**src/hdl/pbd_pkg.sv**
```systemverilog
`default_nettype none
package pbd_pkg;

   localparam int POS_W      = 24;
   localparam int STIFF_W    = 17;
   localparam int ROOT_STEPS = 25;
   localparam int DIR_STEPS  = 29;

   typedef struct packed {
      logic signed [23:0] x1;
      logic signed [23:0] y1;
      logic signed [23:0] x2;
      logic signed [23:0] y2;
      logic [23:0]        rest;
      logic [16:0]        stiff;
      logic               dxn;
      logic               dyn;
      logic [24:0]        adx;
      logic [24:0]        ady;
      logic [24:0]        wsum;
      logic [49:0]        rad;
      logic [24:0]        root;
      logic [47:0]        rm1;
      logic [47:0]        rm2;
      logic [24:0]        q1;
      logic [24:0]        q2;
      logic               skip;
      logic signed [43:0] prod;
      logic [52:0]        rmx;
      logic [52:0]        rmy;
      logic [28:0]        qx;
      logic [28:0]        qy;
      logic signed [52:0] kp1;
      logic signed [52:0] kp2;
      logic signed [56:0] m1x;
      logic signed [56:0] m1y;
      logic signed [56:0] m2x;
      logic signed [56:0] m2y;
      logic               applied;
   } item_type;

   // divide by 2^16, rounding toward zero
   function automatic logic signed [26:0] trunc_k(input logic signed [43:0] v);
      logic signed [43:0] a;
      a = v[43] ? v + 44'sd65535 : v;
      return a[42:16];
   endfunction

   // divide by 2^24, rounding toward zero
   function automatic logic signed [26:0] trunc_r(input logic signed [52:0] v);
      logic signed [52:0] a;
      a = v[52] ? v + 53'sd16777215 : v;
      return a[50:24];
   endfunction

   // divide by 2^28, rounding toward zero
   function automatic logic signed [26:0] trunc_d(input logic signed [56:0] v);
      logic signed [56:0] a;
      a = v[56] ? v + 57'sd268435455 : v;
      return a[54:28];
   endfunction

   function automatic logic [23:0] sat_pos(input logic signed [27:0] v);
      logic [23:0] r;
      if (v > 28'sd8388607) begin
         r = 24'h7FFFFF;
      end else if (v < -28'sd8388608) begin
         r = 24'h800000;
      end else begin
         r = v[23:0];
      end
      return r;
   endfunction

endpackage
`default_nettype wire

```
**src/hdl/pbd_root_cell.sv**
```systemverilog
`default_nettype none
// one result bit of the distance root and of both mass ratios
module pbd_root_cell import pbd_pkg::*; #(
   parameter int BIT = 0
) (
   input  wire logic     clock,
   input  wire logic     reset,
   input  wire logic     en,
   input  wire logic     up_vld,
   input  wire item_type up_itm,
   output logic          dn_vld,
   output item_type      dn_itm
);

   logic     vld_ff;
   item_type itm_ff;
   item_type itm_in;
   logic [50:0] trial;
   logic [48:0] dv1;
   logic [48:0] dv2;

   always_comb begin
      itm_in = up_itm;
      trial  = ({26'b0, up_itm.root} << (BIT + 1)) | (51'(1) << (2 * BIT));
      dv1    = {24'b0, up_itm.wsum} << BIT;
      dv2    = dv1;
      if ({1'b0, up_itm.rad} >= trial) begin
         itm_in.rad       = 50'({1'b0, up_itm.rad} - trial);
         itm_in.root[BIT] = 1'b1;
      end
      if ({1'b0, up_itm.rm1} >= dv1) begin
         itm_in.rm1     = 48'({1'b0, up_itm.rm1} - dv1);
         itm_in.q1[BIT] = 1'b1;
      end
      if ({1'b0, up_itm.rm2} >= dv2) begin
         itm_in.rm2     = 48'({1'b0, up_itm.rm2} - dv2);
         itm_in.q2[BIT] = 1'b1;
      end
   end

   always_ff @(posedge clock) begin
      if (reset) begin
         vld_ff <= 1'b0;
      end else if (en) begin
         vld_ff <= up_vld;
      end
   end

   always_ff @(posedge clock) begin
      if (en) begin
         itm_ff <= itm_in;
      end
   end

   assign dn_vld = vld_ff;
   assign dn_itm = itm_ff;

endmodule
`default_nettype wire

```
**config.mk**
```make
export PLATFORM = sky130hd
export DESIGN_NAME = pbd_root_cell
export DESIGN_NICKNAME = d
export VERILOG_FILES = /design/src/hdl/pbd_pkg.sv /design/src/hdl/pbd_root_cell.sv
export SDC_FILE = /design/constraint.sdc
export NUM_CORES = 1
export LEC_CHECK = 0
export BUFFER_PORTS_ARGS = -buffer_cell sky130_fd_sc_hd__buf_2
export CORE_AREA = 2 2 774 776
export DETAILED_ROUTE_END_ITERATION = 6
export DIE_AREA = 0 0 776 778
export HOLD_SLACK_MARGIN = 0.08
export PLACE_DENSITY_LB_ADDON = 0.25
export SYNTH_ARGS = -nofsm -noshare
export SYNTH_HDL_FRONTEND = slang
export SYNTH_SLANG_ARGS = --single-unit
```
**constraint.sdc**
```tcl
create_clock -name clock -period 5.8 [get_ports clock]
set_input_delay 0.58 -clock clock [delete_from_list [all_inputs] [get_ports clock]]
set_output_delay 0.58 -clock clock [all_outputs]
set_load 0.02 [all_outputs]
```
==> impl_results.md, run 1 <==
* Outcome: finished, final reports clean
* CTS root buf: sky130_fd_sc_hd__clkbuf_16
* Hold path start: up_itm[735]
* Power per standard cell area at 325.8 mW/mm2
* Number of enable-type register cells in the synthesized netlist at 979
* Post-CTS setup repair buffer count at 0
* Hold Path Cell Cnt at 3
* Post-synthesis cell type count at 68
* Proportion of synthesized chip area in sequential cells at 0.8166
* Maximum VDD drop at 185.4 uV
* Slack of the worst reg-to-reg path at 4.66 ns
* Crit path time final at 4.842 ns
* Maximum buffer depth of the clock tree at 4
* Setup crit end kind: flop
* Placed cells at 11840
* Wirelength, routed at 454800 um
* Syn_area_per_cell at 17.88 um2
* Maximum fanout along the worst path at 18
* Depth of the worst register-to-register path at 3
* Final Max Tran Viols at 0
* Highest clock frequency the design can meet at 206.5 MHz
* Transition time of the tightest slew-check pin at 1.112 ns
* Cell with the most instances after synthesis: sky130_fd_sc_hd__edfxtp_1
* Net count, final at 6179
* Post-synthesis instance total at 2015
* Launching element type of the critical path: input pin
* Post-detailed-route via-to-cell ratio at 2.631
* Largest net degree at the start of global routing at 115
* Router iterations before antenna repair at 6
* Std-Cell Rows at 284
* Die area at 0.6037 mm2
* Global routing usage summed across all routing layers at 0.1441
* Depth of the CTS H-tree at 4
* Post-Route Skew at 0 ns
* WP data arrival at 5.47 ns
* Starting density of the core at 0.06045
* Final Power at 23310 uW
* Number of antenna violations at the first check in global routing at 605
* Wire length of the first global-routing pass at 527600 um
* Type of the setup path with the least slack: input pin to flop
* Synth async-reset ratio at 0
* Post-Synthesis Cell Area at 0.03602 mm2
* Post-synthesis net count at 3077
* Final Hold Viols at 0
* Final worst path period share at 0.8349
* Clock slew at reported path FFs at 0.05 ns
* Yosys warning total at 0
* IO Port Bufs at 1962
* Required time of the worst setup path at 6.42 ns
* Setup total negative slack at 0 ns
* Clock tree from TritonCTS: yes
* First DRT Iteration DRCs at 2773
* Area inside the core boundary at 0.5959 mm2
* Synth area leaders: sky130_fd_sc_hd__edfxtp_1 82%, sky130_fd_sc_hd__ha_1 2.6%, sky130_fd_sc_hd__xnor2_1 1.7%, sky130_fd_sc_hd__xor2_1 1.5%, sky130_fd_sc_hd__o21ai_0 1.5%
* Top cell types by occurrence after synthesis: 979 x sky130_fd_sc_hd__edfxtp_1, 132 x sky130_fd_sc_hd__nand2_1, 109 x sky130_fd_sc_hd__o21ai_0
* Clock network latency to the later pin of the worst-skew pair at 0.84 ns
* Unrepaired setup endpoints after global routing: no
* Detailed-route wire length per cell at 34.06 um
* GRT overflow at 0
* Standby leakage power at 0.02679 uW
* Sinks on Clock Net at 980
* FF-to-FF End: dn_vld
* Worst r2r src: dn_vld
* Vias in the first global route at 34000
* Chip height at 778 um
* Placer Congestion at 1.004
* Worst Hold Endpoint: dn_itm[735]
* Hold crit path type: input pin to flop
* Max-cap violations at 0
* Largest area contributor in the netlist: sky130_fd_sc_hd__edfxtp_1
* Number of nets with antenna violations after routing at 0
* Synthesis-to-layout area growth at 98.63%
* Chip width at 776 um
* TritonCTS buffer count at 157
* Detailed-placement wirelength estimate at 406700 um
* Number of remaining DRC errors at 0
* Fraction of layout instances using a drive strength above 1 at 0.4323
* Via count at 35130
* Boundary pin count at 1963
* Worst hold slack at 0.2196 ns
* Count of endpoints failing setup in the final report at 0
* Slew headroom at 0.2545
* Fin cells at 13350
* Leading register cell type out of synthesis: sky130_fd_sc_hd__edfxtp_1
* Synth top area share at 0.8161
* Count of state elements after synthesis at 980
## kinds of logic (layout without fill, tap and decap cells)
kind of cell             after synthesis  after routing  synth area share
other                                  0            253                 0
XOR/XNOR                             131            131           0.03185
AO/OA/AOI/OAI                        295            295           0.05081
buffers and inverters                116           3336           0.01250
AND/OR/NAND/NOR                      407            407           0.05804
multiplexers                           7              7          0.002119
flip-flops                           980            980            0.8166
adder cells (fa/ha/maj)               79             79           0.02806
## area by class of cell
type	count	area [um2]
fill	67950	524400
sequential	980	29420
timing repair buffer	2987	20090
tap	7865	9841
multi-input combinational	919	6200
clock buffer	183	4069
clock inverter	94	1037
antenna	253	633.1
inverter	72	270.3
## cell usage in the layout, fill, tap and decap left out, drive strengths merged, types with 10 or more instances in the layout
| master | count |
|---|---|
| clkinvlp | 11 |
| buf | 2008 |
| dlygate4sd3 | 979 |
| nand2 | 132 |
| clkbuf | 183 |
| xor2 | 63 |
| nand4 | 27 |
| edfxtp | 979 |
| clkinv | 58 |
| inv | 80 |
| bufinv | 17 |
| nor4 | 27 |
| nand3 | 25 |
| xnor2 | 68 |
| diode | 253 |
| a21oi | 68 |
| nor2 | 62 |
| or4 | 17 |
| o21ai | 109 |
| nand2b | 15 |
| or3 | 18 |
| o31ai | 13 |
| a31oi | 10 |
| a21o | 24 |
| ha | 76 |
| nor3 | 28 |
## power breakdown
group / switching [uW] / internal, uW
Combinational: 3030 / 1340
Clock: 4180 / 5800
Sequential: 441 / 8520
Total: 7650 / 15700
## metrics by stage
| step | setup slack, ns | utilization | instance area [um2] |
|---|---|---|---|
| 4_1_cts | 1.030 | 0.1190 | 70920 |
| 6_report | 0.9576 | 0.1201 | 71550 |
| 2_1_floorplan | 1.877 | - | 36020 |
| 3_3_place_gp | 1.091 | 0.09400 | 56020 |
| 3_5_place_dp | 1.073 | 0.09400 | 56020 |
| 5_1_grt | 0.7977 | 0.1195 | 71190 |
## critical path, stage by stage
cell	delay, ns
sky130_fd_sc_hd__dlygate4sd3_1	0.77
sky130_fd_sc_hd__buf_2	0.19
sky130_fd_sc_hd__inv_1	0.08
sky130_fd_sc_hd__ha_1	0.46
sky130_fd_sc_hd__nand4_1	0.32
sky130_fd_sc_hd__or4_1	0.64
sky130_fd_sc_hd__o211ai_1	0.20
sky130_fd_sc_hd__a21oi_4	0.29
sky130_fd_sc_hd__nor3_2	0.94
sky130_fd_sc_hd__nand4_1	0.23
sky130_fd_sc_hd__xnor2_1	0.17
sky130_fd_sc_hd__dlygate4sd3_1	0.55
## flip-flops by register name, indices dropped and copies added (netlist names)
signal,cells
dn_itm,979
dn_vld,1
## per-layer routing
layer | GRT usage | wire length, um | vias up
met3 | 0.08533 | 65400 | 871
met1 | 0.1904 | 199200 | 17070
li1 | - | - | 14430
met5 | 0 | 1475 | -
met4 | 0.04152 | 16390 | 234
met2 | 0.1937 | 172300 | 2529
## how the worst max path moves through the flow
stage                       end  cells past startpoint  slack [ns]   startpoint
finish              dn_itm[686]                     12        0.96  up_itm[780]
global route        dn_itm[686]                     13        0.80  up_itm[767]
CTS                 dn_itm[687]                     13        1.03  up_itm[780]
detailed placement  dn_itm[677]                     12        1.07  up_itm[672]
global placement    dn_itm[677]                     12        1.09  up_itm[672]
floorplan           dn_itm[624]                     11        1.88  up_itm[789]
## timing repair
item	CTS	global route
hold buffers	979	0
resized for setup	0	0
endpoints found under the hold margin	961	0
(Power assumes the default switching activity.)
==> inputs of run 2 (changes only) <==
--- a/config.mk
+++ b/config.mk
@@ -5,10 +5,11 @@
 export SDC_FILE = /design/constraint.sdc
 export NUM_CORES = 1
 export LEC_CHECK = 0
+export ABC_AREA = 1
 export BUFFER_PORTS_ARGS = -buffer_cell sky130_fd_sc_hd__buf_2
-export CORE_AREA = 2 2 774 776
+export CORE_AREA = 2 2 759 761
 export DETAILED_ROUTE_END_ITERATION = 6
-export DIE_AREA = 0 0 776 778
+export DIE_AREA = 0 0 761 763
 export HOLD_SLACK_MARGIN = 0.08
 export PLACE_DENSITY_LB_ADDON = 0.25
 export SYNTH_ARGS = -nofsm -noshare
==> constraint.sdc (replaced) <==
create_clock -name clock -period 4.7 [get_ports clock]
set_input_delay 0.47 -clock clock [delete_from_list [all_inputs] [get_ports clock]]
set_output_delay 0.47 -clock clock [all_outputs]
set_load 0.02 [all_outputs]
==> run 2 against run 1 <==
Clock power is 18% higher. Flip-flop and latch count unchanged. Worst setup slack better by 0.47 ns. Clock-buffer cell count shrank 2. Clock skew unchanged. Synthesized cell count is 65% higher. Critical endpoint is now dn_itm[641]. First-iteration DRC count is 11% higher. Final cell count up 6.4%. Die area decreased by 3.8%.
==> impl_results.md, run 2 <==
* Maximum fanout along the worst path at 60 (+42)
* Worst hold slack at 0.2042 ns (-0.01543 ns)
* Synth async-reset ratio at 0 (unchanged)
* Detailed-route wire length per cell at 29.25 um (-14%)
* FF-to-FF End: dn_vld
* Largest area contributor in the netlist: sky130_fd_sc_hd__edfxtp_1
* Number of nets with antenna violations after routing at 0 (unchanged)
* Worst path slowest cell: sky130_fd_sc_hd__inv_4
* Synthesis-to-layout area growth at 84.83%
* Post-Synthesis Cell Area at 0.04047 mm2 (+12%)
* Max-cap violations at 0 (unchanged)
* Boundary pin count at 1963 (unchanged)
* CTS-repair resized insts at 0 (unchanged)
* Chip width at 761 um (-1.9%)
* Wirelength, routed at 415600 um (-8.6%)
* Outcome: finished, final reports clean
* Final Hold Viols at 0 (unchanged)
* Top cell types by occurrence after synthesis: 979 x sky130_fd_sc_hd__edfxtp_1, 947 x sky130_fd_sc_hd__nand2_1, 526 x sky130_fd_sc_hd__inv_1
* Vias in the first global route at 39650 (+17%)
* Post-CTS setup repair buffer count at 0 (unchanged)
* Depth of the CTS H-tree at 4 (unchanged)
* Hold-fix buffer count after cts at 970 (-0.92%)
* Post-detailed-route via-to-cell ratio at 2.789 (+6.0%)
* Chip height at 763 um (-1.9%)
* Flip-flop count of the largest register after layout at 979 (unchanged)
* Total buffers and inverters traversed by the critical path at 4 (unchanged)
* Hold crit path type: input pin to flop
* GRT overflow at 0 (unchanged)
* CP startpoint: up_itm[617]
* Number of cells on the critical path at 11 (-1)
* Fraction of layout instances using a drive strength above 1 at 0.3544 (-0.07792)
* Yosys warning total at 0 (unchanged)
* Via count at 39630 (+13%)
* Depth of the worst register-to-register path at 3 (unchanged)
* Area inside the core boundary at 0.5722 mm2 (-4.0%)
* Highest clock frequency the design can meet at 305.5 MHz
* Post-synthesis net count at 4396 (+43%)
* TritonCTS buffer count at 150 (-4.5%)
* Most frequent cells in the layout: 1961 x sky130_fd_sc_hd__buf_2, 979 x sky130_fd_sc_hd__edfxtp_1, 970 x sky130_fd_sc_hd__dlygate4sd3_1, 947 x sky130_fd_sc_hd__nand2_1, 526 x sky130_fd_sc_hd__inv_1
* Type of the setup path with the least slack: input pin to flop
* Slack of the worst reg-to-reg path at 3.56 ns (-1.10 ns)
* Clock network latency to the later pin of the worst-skew pair at 0.83 ns (about the same)
* Synth area leaders: sky130_fd_sc_hd__edfxtp_1 73%, sky130_fd_sc_hd__nand2_1 8.8%, sky130_fd_sc_hd__inv_1 4.9%, sky130_fd_sc_hd__nor2_1 2.5%, sky130_fd_sc_hd__ha_1 2.3%
* Setup crit end kind: flop
* Syn_area_per_cell at 12.14 um2 (-32%)
* Required time of the worst setup path at 5.24 ns (-1.18 ns)
* Count of state elements after synthesis at 980 (unchanged)
* Proportion of synthesized chip area in sequential cells at 0.7269 (-0.08975)
* CTS root buf: sky130_fd_sc_hd__clkbuf_16
* Clock slew at reported path FFs at 0.07 ns (+0.02 ns)
* Unrepaired setup endpoints after global routing: no
* Placer Congestion at 0.9467 (-5.7%)
* Post-Route Skew at 0 ns (unchanged)
* Global routing usage summed across all routing layers at 0.1369 (-0.007165)
* Synth top area share at 0.7264 (-0.08969)
* Starting density of the core at 0.07073 (+0.01028)
* Final Max Tran Viols at 0 (unchanged)
* Most common library cell in the layout ignoring fill and taps: sky130_fd_sc_hd__buf_2
* Maximum buffer depth of the clock tree at 4 (unchanged)
* Critical path capture point: dn_itm[641]
* First DRT Iteration DRCs at 3083 (+11%)
* Crit path cell chain: dlygate4sd3_1 > buf_2 > ha_1 > nand2_1 > inv_1 > a21oi_1 > nand2_1 > a21oi_2 > nand3_4 > inv_4 > a21oi_1
* Transition time of the tightest slew-check pin at 0.9264 ns (-0.1859 ns)
* Count of endpoints failing setup in the final report at 0 (unchanged)
* Worst r2r src: dn_vld
* Power per standard cell area at 379.4 mW/mm2 (+16%)
* Largest net degree at the start of global routing at 122 (+6.1%)
* Sinks on Clock Net at 980 (unchanged)
* Maximum VDD drop at 257.5 uV (+39%)
* Net count, final at 7492 (+21%)
* Leading register cell type out of synthesis: sky130_fd_sc_hd__edfxtp_1
* Wire length of the first global-routing pass at 499500 um (-5.3%)
* Slew headroom at 0.3824 (+0.1280)
* Cell class contributing the biggest share of worst-path delay: buffers and inverters
* Launching element type of the critical path: input pin
* Placement Setup Slack at 1.092 ns (+0.01854 ns)
* Die area at 0.5806 mm2 (-3.8%)
* Final Power at 28380 uW (+22%)
* Setup total negative slack at 0 ns (unchanged)
* IO Port Bufs at 1962 (unchanged)
* Std-Cell Rows at 278 (-2.1%)
* Crit path time final at 3.273 ns
* WP data arrival at 3.81 ns (-1.66 ns)
* Post-synthesis instance total at 3334 (+65%)
* Cell with the most instances after synthesis: sky130_fd_sc_hd__edfxtp_1
* Final worst path period share at 0.6964
* Clock tree from TritonCTS: yes
* Number of antenna violations at the first check in global routing at 374 (-38%)
* Post-synthesis cell type count at 35 (-49%)
* Maximum single-stage delay on the critical path at 0.75 ns (-0.19 ns)
* Detailed-placement wirelength estimate at 368300 um (-9.4%)
* Number of remaining DRC errors at 0 (unchanged)
* Router iterations before antenna repair at 6 (unchanged)
* Worst setup slack after layout at 1.427 ns (+0.4693 ns)
* Number of enable-type register cells in the synthesized netlist at 979 (unchanged)
* Standby leakage power at 0.03049 uW (+14%)
-- run 2: cell types whose count changed in the layout (fill, tap and decap cells not counted), sizes merged, moves of 25 or more --
cell | previous run | this run
nand2 | 132 | 961
inv | 80 | 541
nor2 | 62 | 288
diode | 253 | 102
nand3 | 25 | 139
xor2 | 63 | 14
o21ai | 109 | 78
nor4 | 27 | 2
-- run 2: layout make-up --
class                      count  area, um2
antenna                      102      255.2
tap                         7560       9459
clock inverter                88       1032
timing repair buffer        2965      19940
clock buffer                 181       3901
multi-input combinational   1801       8800
sequential                   980      29420
inverter                     532       2004
fill                       65280     497400
-- run 2: worst min path at each step --
| stage | slack [ns] | depth (start not counted) | to | startpoint |
|---|---|---|---|---|
| global placement | 0.48 | 2 | dn_vld | dn_vld |
| detailed placement | 0.49 | 2 | dn_vld | dn_vld |
| floorplan | 0.54 | 1 | dn_vld | reset |
| global route | 0.16 | 5 | dn_itm[745] | up_itm[745] |
| CTS | 0.08 | 5 | dn_itm[747] | up_itm[747] |
| finish | 0.20 | 5 | dn_itm[747] | up_itm[747] |
-- run 2: layer usage --
metal | up-vias | GRT usage | share of wire
li1 | 17520 | - | -
met1 | 19030 | 0.1595 | 0.39
met2 | 2252 | 0.2338 | 0.47
met3 | 726 | 0.05217 | 0.094
met4 | 102 | 0.03670 | 0.035
met5 | - | 0.003277 | 0.0016
-- run 2: power by group --
part           internal, uW  switching [uW]  total, uW
Sequential            10500             625      11100
Clock                  6810            5030      11800
Combinational          1710            3690       5400
Total                 19000            9340      28400
-- run 2: metrics by stage --
| step | util | cell area [um2] | instances |
|---|---|---|---|
| floorplan | - | 40470 | 3334 |
| global placement | 0.1047 | 59910 | 12870 |
| detailed placement | 0.1047 | 59910 | 12870 |
| CTS | 0.1303 | 74550 | 14110 |
| global route | 0.1305 | 74670 | 14150 |
| finish | 0.1307 | 74810 | 14210 |
-- run 2: kinds of logic (layout without fill, tap and decap cells) --
logic type | Yosys count | in the layout | share of synthesized area
muxes | 1 | 1 | 0.0002473
and+or+nand+nor | 1499 | 1499 | 0.1531
buffers and inverters | 553 | 3766 | 0.05571
AOI/OAI and AO/OA | 160 | 160 | 0.02569
DFF | 980 | 980 | 0.7269
xor gates and xnor gates | 62 | 62 | 0.01342
adders and majority gates | 79 | 79 | 0.02498
other | 0 | 102 | 0
-- run 2: worst register-to-register path, delay by kind of cell, from the launching register on --
kind,cells,cell delay (ns)
buffers and inverters,1,0.54
DFF,1,0.31
muxes,1,0.12
and+or+nand+nor,1,0.05
